<file path="config.mk">
export PLATFORM = sky130hd
export DESIGN_NAME = budgeted_memory_tier_placer
export DESIGN_NICKNAME = d
export VERILOG_FILES = /design/src/bmtp_pkg.sv /design/src/bmtp_div.sv /design/src/budgeted_memory_tier_placer.sv
export SDC_FILE = /design/constraint.sdc
export NUM_CORES = 2
export LEC_CHECK = 0
export BUFFER_PORTS_ARGS = -buffer_cell sky130_fd_sc_hd__clkbuf_2
export CAP_MARGIN = 0
export CORE_MARGIN = 4
export CORE_UTILIZATION = 50
export CTS_CLUSTER_SIZE = 28
export DETAILED_ROUTE_END_ITERATION = 7
export PLACE_DENSITY = 0.7
export SETUP_SLACK_MARGIN = 0.15
export SYNTH_ARGS = -nofsm -noshare
export SYNTH_HDL_FRONTEND = slang
export SYNTH_SLANG_ARGS = --single-unit
</file>
<file path="constraint.sdc">
create_clock -name clk -period 20.4 [get_ports clk]
set_input_delay 0 -clock clk [delete_from_list [all_inputs] [get_ports clk]]
set_output_delay 0 -clock clk [all_outputs]
set_load 0.05 [all_outputs]
</file>
<file path="src/bmtp_pkg.sv">
// ----------------------------------------------------------------------------
// bmtp_pkg
// Shared types and constants of the budgeted memory tier placer.
// ----------------------------------------------------------------------------
package bmtp_pkg;

  localparam int DataW = 32;
  localparam int BankW = 13;
  localparam int BlkW  = 21;
  localparam int CostW = 40;
  localparam int CurW  = 3;
  localparam int IdxW  = 3;
  localparam int ModeW = 2;

  typedef enum logic [1:0] {
    KIND_LUTRAM = 2'd0,
    KIND_URAM   = 2'd1,
    KIND_BRAM   = 2'd2,
    KIND_DRAM   = 2'd3
  } kind_t;

  localparam logic [CurW-1:0] CUR_DRAM    = 3'd3;
  localparam logic [CurW-1:0] CUR_UNKNOWN = 3'd4;

  typedef enum logic [IdxW-1:0] {
    REG_DRAM_THRESH   = 3'd0,
    REG_BRAM_BUDGET   = 3'd1,
    REG_URAM_BUDGET   = 3'd2,
    REG_LUTRAM_BUDGET = 3'd3,
    REG_LUTRAM_MAX    = 3'd4,
    REG_BRAM_BLOCK    = 3'd5,
    REG_URAM_BLOCK    = 3'd6,
    REG_MODE          = 3'd7
  } reg_idx_t;

  localparam logic [DataW-1:0] LUTRAM_MAX_RESET = 32'd256;
  localparam logic [BlkW-1:0]  BRAM_BLOCK_RESET = 21'd4608;
  localparam logic [BlkW-1:0]  URAM_BLOCK_RESET = 21'd36864;
  localparam logic [DataW-1:0] SAT_MAX          = '1;

  typedef struct packed {
    logic             start;
    logic [DataW-1:0] dividend;
    logic [DataW-1:0] divisor;
  } div_req_t;

  typedef struct packed {
    logic             done;
    logic [DataW-1:0] quot;
    logic [DataW-1:0] rem;
  } div_rsp_t;

endpackage

</file>
<file path="src/bmtp_div.sv">
// ----------------------------------------------------------------------------
// bmtp_div
// Restoring unsigned divider, one quotient bit per cycle.
// ----------------------------------------------------------------------------
module bmtp_div (
  input  logic               clk,
  input  logic               rst,
  input  bmtp_pkg::div_req_t req,
  output bmtp_pkg::div_rsp_t rsp
);
  import bmtp_pkg::*;

  localparam int CntW = $clog2(DataW + 1);

  logic [DataW-1:0] quot;
  logic [DataW-1:0] rem;
  logic [DataW-1:0] dsr;
  logic [CntW-1:0]  cnt;
  logic             busy;
  logic             done;
  logic [DataW:0]   shifted;
  logic [DataW:0]   diff;

  assign shifted = {rem, quot[DataW-1]};
  assign diff    = shifted - {1'b0, dsr};

  always_ff @(posedge clk) begin
    if (rst) begin
      busy <= 1'b0;
      done <= 1'b0;
      cnt  <= '0;
    end else begin
      done <= 1'b0;
      if (req.start) begin
        busy <= 1'b1;
        quot <= req.dividend;
        rem  <= '0;
        dsr  <= req.divisor;
        cnt  <= CntW'(DataW);
      end else if (busy) begin
        if (!diff[DataW]) begin
          rem  <= diff[DataW-1:0];
          quot <= {quot[DataW-2:0], 1'b1};
        end else begin
          rem  <= shifted[DataW-1:0];
          quot <= {quot[DataW-2:0], 1'b0};
        end
        cnt <= cnt - 1'b1;
        if (cnt == CntW'(1)) begin
          busy <= 1'b0;
          done <= 1'b1;
        end
      end
    end
  end

  assign rsp.done = done;
  assign rsp.quot = quot;
  assign rsp.rem  = rem;

  a_done_after_busy: assert property (@(posedge clk) disable iff (rst)
    done |-> $past(busy)) else $error("divider done without a run");
  a_busy_counts: assert property (@(posedge clk) disable iff (rst)
    busy |-> cnt != '0) else $error("divider busy with empty count");

endmodule

</file>
<file path="src/budgeted_memory_tier_placer.sv">
// ----------------------------------------------------------------------------
// budgeted_memory_tier_placer
// Places buffer requests in LUTRAM, URAM, BRAM or DRAM under byte budgets.
//
//   channel  direction  handshake            payload
//   in       input      in_valid/in_ready    start_run .. current_kind
//   out      output     out_valid/out_ready  placed_kind, six byte counters
//   cfg      input      cfg_we               cfg_index, cfg_data
//
// One request passes from one transfer to the next through the idle state
// of the transfer, three divisions on the shared divider (bytes per bank,
// URAM rounding, BRAM rounding), two multiply states, one decision state
// and one output load.
// Reset clears the counters and loads the register defaults.
// in_ready is high only in idle; a finished result waits for the output
// register while that register still holds an unmoved result.
// ----------------------------------------------------------------------------
module budgeted_memory_tier_placer (
  input  logic                         clk,
  input  logic                         rst,
  input  logic                         in_valid,
  output logic                         in_ready,
  input  logic                         start_run,
  input  logic [bmtp_pkg::DataW-1:0]   element_count,
  input  logic [bmtp_pkg::DataW-1:0]   byte_size,
  input  logic [bmtp_pkg::BankW-1:0]   bank_count,
  input  logic                         is_constant,
  input  logic [bmtp_pkg::CurW-1:0]    current_kind,
  output logic                         out_valid,
  input  logic                         out_ready,
  output logic [1:0]                   placed_kind,
  output logic [bmtp_pkg::DataW-1:0]   lutram_used_bytes,
  output logic [bmtp_pkg::DataW-1:0]   uram_used_bytes,
  output logic [bmtp_pkg::DataW-1:0]   bram_used_bytes,
  output logic [bmtp_pkg::DataW-1:0]   rebalance_overflow_bytes,
  output logic [bmtp_pkg::DataW-1:0]   constant_overflow_bytes,
  output logic [bmtp_pkg::DataW-1:0]   external_overflow_bytes,
  input  logic                         cfg_we,
  input  logic [bmtp_pkg::IdxW-1:0]    cfg_index,
  input  logic [bmtp_pkg::DataW-1:0]   cfg_data
);
  import bmtp_pkg::*;

  localparam int RndW = DataW + 1;
  localparam int ProdW = BankW + RndW;

  typedef enum logic [2:0] {
    S_IDLE, S_D1, S_D2, S_D3, S_MU, S_MB, S_DEC, S_OUT
  } state_t;

  state_t state;

  logic [DataW-1:0] thr, bram_bud, uram_bud, lut_bud, lut_max;
  logic [BlkW-1:0]  bram_blk, uram_blk;
  logic [ModeW-1:0] mode;

  logic [DataW-1:0] lut_used, uram_used, bram_used;
  logic [DataW-1:0] rebal_ovf, const_ovf, ext_ovf;

  logic [DataW-1:0] elems, bytes;
  logic [BankW-1:0] banks;
  logic             is_const;
  logic [CurW-1:0]  cur;
  logic [DataW-1:0] bb;
  logic [RndW-1:0]  urnd, brnd;
  logic [CostW-1:0] ucost, bcost;
  kind_t            res_kind;

  div_req_t dreq;
  div_rsp_t drsp;

  logic             accept;
  logic [DataW-1:0] ugrain, bgrain, bb_now;
  logic [RndW-1:0]  rnd_now;
  logic [ProdW-1:0] prod;
  logic [CostW-1:0] cost_now;

  assign accept   = in_valid && in_ready;
  assign in_ready = (state == S_IDLE);
  assign ugrain   = (uram_blk == '0) ? DataW'(1) : DataW'(uram_blk);
  assign bgrain   = (bram_blk == '0) ? DataW'(1) : DataW'(bram_blk);
  assign bb_now   = drsp.quot + DataW'(drsp.rem != '0);

  always_comb begin
    rnd_now = RndW'(bb);
    if (drsp.rem != '0) begin
      rnd_now = RndW'(bb) + RndW'(((state == S_D2) ? ugrain : bgrain) - drsp.rem);
    end
  end

  always_comb begin
    dreq.start    = 1'b0;
    dreq.dividend = bb;
    dreq.divisor  = bgrain;
    unique case (state)
      S_IDLE: begin
        dreq.start    = accept;
        dreq.dividend = byte_size;
        dreq.divisor  = (bank_count == '0) ? DataW'(1) : DataW'(bank_count);
      end
      S_D1: begin
        dreq.start    = drsp.done;
        dreq.dividend = bb_now;
        dreq.divisor  = ugrain;
      end
      S_D2: begin
        dreq.start    = drsp.done;
        dreq.dividend = bb;
        dreq.divisor  = bgrain;
      end
      default: begin
        dreq.start = 1'b0;
      end
    endcase
  end

  bmtp_div u_div (
    .clk (clk),
    .rst (rst),
    .req (dreq),
    .rsp (drsp)
  );

  assign prod     = ProdW'(banks) * ProdW'((state == S_MU) ? urnd : brnd);
  assign cost_now = is_const ? CostW'(prod) : CostW'({prod, 1'b0});

  // decision
  logic             rebal, allow;
  logic [RndW-1:0]  lneed;
  logic             lut_fit, u_ok, u_big, u_fit, b_fit, decided;
  kind_t            pick, kind_d;
  logic [DataW-1:0] lut_n, uram_n, bram_n, rebal_n, const_n, ext_n;
  logic [CostW:0]   ovf_sum;
  logic [DataW-1:0] ovf_sat;

  always_comb begin
    rebal   = mode[0];
    allow   = mode[1];
    lneed   = is_const ? {1'b0, bytes} : {bytes, 1'b0};
    lut_fit = (bytes <= lut_max) &&
              ((RndW + 1)'(lut_used) + (RndW + 1)'(lneed) <= (RndW + 1)'(lut_bud));
    u_ok    = (uram_blk != '0);
    u_big   = (bytes >= DataW'(uram_blk));
    u_fit   = (CostW + 1)'(uram_used) + (CostW + 1)'(ucost) <= (CostW + 1)'(uram_bud);
    b_fit   = (CostW + 1)'(bram_used) + (CostW + 1)'(bcost) <= (CostW + 1)'(bram_bud);
    if (lut_fit) pick = KIND_LUTRAM;
    else if (u_ok && u_big && u_fit) pick = KIND_URAM;
    else if (b_fit) pick = KIND_BRAM;
    else if (u_ok && !u_big && u_fit) pick = KIND_URAM;
    else pick = KIND_DRAM;
    decided = rebal ? (cur == CUR_DRAM) : (allow && !is_const && elems >= thr);

    ovf_sum = '0;
    ovf_sat = '0;
    lut_n   = lut_used;
    uram_n  = uram_used;
    bram_n  = bram_used;
    rebal_n = rebal_ovf;
    const_n = const_ovf;
    ext_n   = ext_ovf;
    kind_d  = KIND_BRAM;
    if (decided) begin
      kind_d = KIND_DRAM;
    end else if (bytes != '0) begin
      kind_d = pick;
      unique case (pick)
        KIND_LUTRAM: lut_n  = lut_used + lneed[DataW-1:0];
        KIND_URAM:   uram_n = uram_used + ucost[DataW-1:0];
        KIND_BRAM:   bram_n = bram_used + bcost[DataW-1:0];
        default: begin
          if (rebal) begin
            ovf_sum = (CostW + 1)'(rebal_ovf) + (CostW + 1)'(bcost);
          end else if (is_const) begin
            ovf_sum = (CostW + 1)'(const_ovf) + (CostW + 1)'(bcost);
          end else begin
            ovf_sum = (CostW + 1)'(ext_ovf) + (CostW + 1)'(bcost);
          end
          ovf_sat = (ovf_sum > (CostW + 1)'(SAT_MAX)) ? SAT_MAX : ovf_sum[DataW-1:0];
          if (rebal) begin
            kind_d  = (cur == CUR_UNKNOWN) ? KIND_BRAM : kind_t'(cur[1:0]);
            rebal_n = ovf_sat;
          end else if (is_const) begin
            kind_d  = KIND_BRAM;
            const_n = ovf_sat;
          end else if (!allow) begin
            kind_d = KIND_BRAM;
            ext_n  = ovf_sat;
          end
        end
      endcase
    end
  end

  always_ff @(posedge clk) begin
    if (rst) begin
      state     <= S_IDLE;
      out_valid <= 1'b0;
      thr       <= '0;
      bram_bud  <= '0;
      uram_bud  <= '0;
      lut_bud   <= '0;
      lut_max   <= LUTRAM_MAX_RESET;
      bram_blk  <= BRAM_BLOCK_RESET;
      uram_blk  <= URAM_BLOCK_RESET;
      mode      <= '0;
      lut_used  <= '0;
      uram_used <= '0;
      bram_used <= '0;
      rebal_ovf <= '0;
      const_ovf <= '0;
      ext_ovf   <= '0;
    end else begin
      if (cfg_we) begin
        unique case (reg_idx_t'(cfg_index))
          REG_DRAM_THRESH:   thr      <= cfg_data;
          REG_BRAM_BUDGET:   bram_bud <= cfg_data;
          REG_URAM_BUDGET:   uram_bud <= cfg_data;
          REG_LUTRAM_BUDGET: lut_bud  <= cfg_data;
          REG_LUTRAM_MAX:    lut_max  <= cfg_data;
          REG_BRAM_BLOCK:    bram_blk <= cfg_data[BlkW-1:0];
          REG_URAM_BLOCK:    uram_blk <= cfg_data[BlkW-1:0];
          REG_MODE:          mode     <= cfg_data[ModeW-1:0];
          default: ;
        endcase
      end
      if (out_valid && out_ready && state != S_OUT) out_valid <= 1'b0;
      unique case (state)
        S_IDLE: begin
          if (accept) begin
            elems    <= element_count;
            bytes    <= byte_size;
            banks    <= (bank_count == '0) ? BankW'(1) : bank_count;
            is_const <= is_constant;
            cur      <= (current_kind > CUR_UNKNOWN) ? CUR_UNKNOWN : current_kind;
            if (start_run) begin
              lut_used  <= '0;
              uram_used <= '0;
              bram_used <= '0;
              rebal_ovf <= '0;
              const_ovf <= '0;
              ext_ovf   <= '0;
            end
            state <= S_D1;
          end
        end
        S_D1: begin
          if (drsp.done) begin
            bb    <= bb_now;
            state <= S_D2;
          end
        end
        S_D2: begin
          if (drsp.done) begin
            urnd  <= rnd_now;
            state <= S_D3;
          end
        end
        S_D3: begin
          if (drsp.done) begin
            brnd  <= rnd_now;
            state <= S_MU;
          end
        end
        S_MU: begin
          ucost <= cost_now;
          state <= S_MB;
        end
        S_MB: begin
          bcost <= cost_now;
          state <= S_DEC;
        end
        S_DEC: begin
          res_kind  <= kind_d;
          lut_used  <= lut_n;
          uram_used <= uram_n;
          bram_used <= bram_n;
          rebal_ovf <= rebal_n;
          const_ovf <= const_n;
          ext_ovf   <= ext_n;
          state     <= S_OUT;
        end
        S_OUT: begin
          if (!out_valid || out_ready) begin
            out_valid                <= 1'b1;
            placed_kind              <= res_kind;
            lutram_used_bytes        <= lut_used;
            uram_used_bytes          <= uram_used;
            bram_used_bytes          <= bram_used;
            rebalance_overflow_bytes <= rebal_ovf;
            constant_overflow_bytes  <= const_ovf;
            external_overflow_bytes  <= ext_ovf;
            state                    <= S_IDLE;
          end
        end
        default: state <= S_IDLE;
      endcase
    end
  end

  a_accept_busy: assert property (@(posedge clk) disable iff (rst)
    accept |=> !in_ready) else $error("ready stayed high after a transfer");
  a_div_done_state: assert property (@(posedge clk) disable iff (rst)
    drsp.done |-> (state == S_D1 || state == S_D2 || state == S_D3))
    else $error("divider result outside a division step");
  a_out_load: assert property (@(posedge clk) disable iff (rst)
    $rose(out_valid) |-> $past(state) == S_OUT)
    else $error("result shown without an output load");

endmodule

</file>
* After elaboration in Yosys (flattened, before gate mapping)
Index checks and enable logic that the tools add are counted.
Operators by class: add/sub/neg operators 14, multipliers 1, $lt $le $gt $ge 8, equal/unequal tests 37, muxes and demuxes 79, bitwise gates (word level) 3, reductions and logical operators 55
Operators by type and width (number):
- 2-to-1 mux 32 bit | 31
- case mux 32 bit (2 select lines) | 6
- adder 32 x 40 -> 41 bit | 5
- 2-to-1 mux 41 bit | 5
- case mux 64 bit (2 select lines) | 1
- 2-to-1 mux 33 bit | 3
- adder 32 bit | 3
- less-or-equal comparator 41 x 32 -> 1 bit | 2
- nonzero test 32 bit | 2
- 2-to-1 mux 21 bit | 3
- logical NOT 21 bit | 2
- greater-than comparator 41 x 32 -> 1 bit (second input constant) | 1
- multiplier 13 x 33 -> 40 bit | 1
- 2-to-1 mux 40 bit | 1
- adder 32 x 33 -> 34 bit | 1
- less-or-equal comparator 34 x 32 -> 1 bit | 1
- adder 32 x 33 -> 33 bit | 1
- subtractor 21 x 32 -> 33 bit | 1
- subtractor 33 x 32 -> 33 bit | 1
- adder 32 x 1 -> 32 bit | 1
- greater-or-equal comparator 32 x 21 -> 1 bit | 1
- greater-or-equal comparator 32 bit | 1
- less-or-equal comparator 32 bit | 1
- == test 3 bit (second input constant) | 9
- 35 further kinds | 113
Storage, ports and cells: bits in registers 959, bits of input ports 122, output and inout port bits 196, logic and storage cells 239

* Logic depth before layout (Yosys ltp)
depth after elaboration 22, depth in mapped cells 31

* By module
A second synthesis with hierarchy kept.
Second synthesis, totals: cells, all modules 6749, area, all modules 64545.7 sq um
Modules (own cells, without submodules):
- budgeted_memory_tier_placer | times used 1, cells each 6206, area an instance 58548.7 sq um
- bmtp_div | times used 1, cells each 543, area an instance 5997.0 sq um

* Worst setup path before layout
No wires, ideal clock.
kind reg2reg, from register state[0], to register bram_used_bytes[0] in the netlist's numbering (enable), arrival 13976 ps, data required time 19413 ps, path slack 5437 ps, cell stages (with the launch flop) 5, buffers on the path 2, period minus slack after synthesis 14963 ps, cells stage by stage dfxtp_1 clkbuf_1 clkbuf_1 nand3_1 nor3_1
On the way: longest elaborated chain between the ends 2
Ends and longest elaborated chain:
- from (decl) | line budgeted_memory_tier_placer.sv:51 | state_t state;
- from (signal assigned) | line budgeted_memory_tier_placer.sv:196 | state <= S_IDLE;
- from (signal assigned) | line budgeted_memory_tier_placer.sv:243 | state <= S_D1;
- from (signal assigned) | line budgeted_memory_tier_placer.sv:249 | state <= S_D2;
- == test 3 bit | line budgeted_memory_tier_placer.sv:227 | unique case (state)
- AND reduction 3 bit (no source line)
- to (signal assigned) | line budgeted_memory_tier_placer.sv:288 | bram_used_bytes <= bram_used;
- to (decl) | line budgeted_memory_tier_placer.sv:34 | output logic [bmtp_pkg::DataW-1:0] bram_used_bytes,
No other way between the ends. A chain may end at the register's enable or synchronous reset.

* Worst setup path in the final report
from register is_const, to register bram_used[28]
On the way: longest elaborated chain between the ends 8, elaborated cells on any way between the ends 13, those cells by class add/sub: 1; order compare: 1; eq/ne: 3; mux: 3; reduce/logical: 5
Ends and longest elaborated chain:
- from (decl) | line budgeted_memory_tier_placer.sv:62 | logic is_const;
- from (signal assigned) | line budgeted_memory_tier_placer.sv:233 | is_const <= is_constant;
- 2-to-1 mux 33 bit | line budgeted_memory_tier_placer.sv:139 | lneed = is_const ? {1'b0, bytes} : {bytes, 1'b0};
- adder 32 x 33 -> 34 bit | line budgeted_memory_tier_placer.sv:141 | ((RndW + 1)'(lut_used) + (RndW + 1)'(lneed) <= (RndW + 1)'(lut_bud));
- less-or-equal comparator 34 x 32 -> 1 bit | line budgeted_memory_tier_placer.sv:141
- logical AND 1 bit | line budgeted_memory_tier_placer.sv:140 | lut_fit = (bytes <= lut_max) &&
- 2-to-1 mux 2 bit | line budgeted_memory_tier_placer.sv:146 | if (lut_fit) pick = KIND_LUTRAM;
- == test 2 bit | line budgeted_memory_tier_placer.sv:166 | unique case (pick)
- inequality test 2 x 1 -> 1 bit (no source line)
- AND reduction 6 bit (no source line) (*)
- to (signal assigned) | line budgeted_memory_tier_placer.sv:276 | bram_used <= bram_n;
- to (decl) | line budgeted_memory_tier_placer.sv:57 | logic [DataW-1:0] lut_used, uram_used, bram_used;
Every way passes the cells marked *; elsewhere a longest branch is shown, timed or not.

==> summary.txt <==
layout cells sized above 1 = 9.89%
routed wire length = 203 mm
CP max FO = 112
worst min-delay path category = in2reg
crit share post-route = 43.8%
Avg WL per Cell = 22.7 um
Syn-to-layout area delta = 12.7%
Placeable Area = 0.128 mm^2
Worst-Skew Late Latency = 0.74 ns
Worst-Margin Slew = 1.24 ns
Hold Fails Final Rpt = 0
Top Ports = 318
vias in the first global route = 51920
Initial Util = 50.3%
warnings from Yosys = 0
worst path required time = 20.98 ns
Die Height = 367 um
post-layout minimum cycle time = 8.94 ns
I/O Buffers = 317
register area share after synthesis = 37.9%
Sum Neg Setup Slack = 0 ns
Psw = 1.83 mW
global-route wire length before repair = 311 mm
clock root buffer master = clkbuf_16
Clock Sinks = 948
pwr dens = 79.1 mW/mm^2
P_int = 3.90 mW
Mapped Cells = 6857
Chip Width = 367 um
clk_skew = 0.0634 ns
maximum VDD drop = 0.0801 mV
Crit path arrival time = 9.52 ns
Combinational Power Share = 27.6%
drt first-iter violations = 5032
CTS Buffer Depth = 3
Detailed Routing Iterations Pass 1 = 6
Non-Filler Instances = 8927
overall power = 5.73 mW
max_slew headroom = 17.2%
main combinational cell family by area after synthesis = adder cells
GP Congestion = 0.993
H-tree lvl count = 3
largest area contributor in the netlist = edfxtp_1
post-route cell area = 0.0725 mm^2
leakage = 29.0 nW
number of buffers created by CTS = 103
pin count of the biggest net entering global routing = 144
dominant cells by area after synthesis = edfxtp_1, dfxtp_1, fa_1
status = complete, no violations
Critical Path Max Stage Delay = 0.91 ns
Synth Area in Adders = 19.7%
library cells used by synthesis = 96
worst hold path depth = 2
DP HPWL = 148 mm
placed cells = 8555
crit path kind = reg2reg
Clk pwr share = 34.1%
most common cell after layout, fill and taps aside = nand2_1
multiplexer share of the synthesized area = 3.38%
synthesized cell area = 0.0643 mm^2
Reg clk slew, reported paths = 0.06 ns
initial antenna violation count = 15
most frequent cells in the layout = nand2_1, inv_1, a21oi_1, edfxtp_1, ha_1
fraction of the mapped netlist area in simple logic gates = 15.8%
gr usage total = 29.6%
Post-synth EDFFs = 540
FMAX = 112 MHz
sequential share of power = 38.3%
die area = 0.134 mm^2
RSZ-0062 raised after global routing = false
global-route congestion overflow total = 0
R2R cell count = 28
Post-route DRC = 0
Slew Limit Fails = 0
Synth Area in XOR/XNOR = 3.31%
Slowest cell on crit path = a2111o_1
number of gates resized after cts = 0
CTS tree = done
Syn Nets = 7779
post-synthesis compound-gate area fraction = 13.6%
#FFs+latches synth = 948
Post-DRT Antenna Nets = 0
Avg Cell Area, Syn = 9.37 um^2
Max-Cap Viols = 0
total number of vias = 52503
CP startpoint kind = register
Post-synth ARST share = 0%
number of core rows = 131
routed vias/inst = 5.88
layout net count = 8092
endpoints failing setup = 0
dominant synthesized flop cell = edfxtp_1
Sw Share = 31.9%
Placement Cell Area = 0.0672 mm^2
top cell type's share of synthesized area = 25.2%
crit end category = register
[power groups by stage]
stage,logic [mW],registers [mW],clock network (mW)
floorplan,1.09,2.21,0
global placement,1.50,2.23,0
detailed placement,1.53,2.23,0
CTS,1.56,2.19,1.98
global route,1.76,2.19,2.07
finish,1.58,2.19,1.96
[synthesized netlist by cell type, drive strengths merged, types with 28 or more instances]
| master | n |
|---|---|
| a31o | 40 |
| nand4 | 113 |
| mux2i | 111 |
| and2 | 173 |
| nor4 | 46 |
| mux2 | 94 |
| o211ai | 40 |
| a21o | 104 |
| a21oi | 630 |
| and3 | 36 |
| fa | 354 |
| nand2 | 1164 |
| nand3 | 242 |
| o21ai | 287 |
| dfxtp | 408 |
| nand2b | 36 |
| o21a | 34 |
| xor2 | 86 |
| inv | 690 |
| xnor2 | 157 |
| clkbuf | 290 |
| nor2b | 28 |
| edfxtp | 540 |
| a22o | 32 |
| ha | 446 |
| nor2 | 193 |
| buf | 54 |
| a211oi | 41 |
| nor3 | 75 |
[flip-flops by register name (all words and copies together) (netlist names), 33 cells and up]
| signal | cells |
|---|---|
| urnd | 33 |
| brnd | 33 |
| bcost | 40 |
| ucost | 40 |
[per-layer routing]
metal,wire [um],part of all wire [%],track usage (%),vias up
li1,-,-,-,24321
met5,68,0.034,0,-
met2,92100,45,47.3,2302
met3,17700,8.7,5.59,505
met4,11900,5.9,15.3,10
met1,81000,40,38.4,25365
[area by class of cell]
| type | count | area (um^2) |
|---|---|---|
| inverters | 691 | 2590 |
| flip-flops and latches | 948 | 24400 |
| repair buffers | 552 | 3820 |
| well taps | 1662 | 2080 |
| fillers | 11009 | 55200 |
| clock buffers | 135 | 2820 |
| multi-input cells | 4874 | 36000 |
| clock inverters | 60 | 718 |
| diodes | 5 | 12.5 |
[cells by family after synthesis]
family	after synthesis
xor+xnor	243
simple gates	2202
buf+inv	1035
mux	205
fa+ha+maj	800
compound gates	1424
flops	948
[worst max-delay path, delay by kind of cell, from the launching register on]
family / cells / cell delay (ns)
adder cells (fa/ha/maj): 3 / 0.99
AND/OR/NAND/NOR: 6 / 1.44
buffers and inverters: 3 / 1.18
AO/OA/AOI/OAI: 16 / 4.64
flip-flops: 1 / 0.41
[what timing repair did]
action / CTS / global route
setup buffers: 0 / 0
hold buffers: 172 / 0
endpoints found under the hold margin: 350 / 0
[through the flow]
step / util [%] / setup WS [ns] / hold WS, ns
floorplan: - / 5.44 / 0.0989
global placement: 52.6 / 11.90 / 0.179
detailed placement: 52.6 / 11.68 / 0.179
CTS: 56.7 / 11.62 / 0.000789
global route: 56.7 / 10.78 / 0.0251
finish: 56.8 / 11.46 / 0.0362
[final timing paths]
| kind | from | slack [ns] | to |
|---|---|---|---|
| worst min register to register | res_kind[0] | 0.42 | placed_kind[0] |
| worst max register to register | is_const | 11.46 | bram_used[28] |
| worst min-delay path | byte_size[1] | 0.04 | bytes[1] |
| worst max-delay path | is_const | 11.46 | bram_used[28] |
Note: power is estimated with default switching activity, not from simulation.
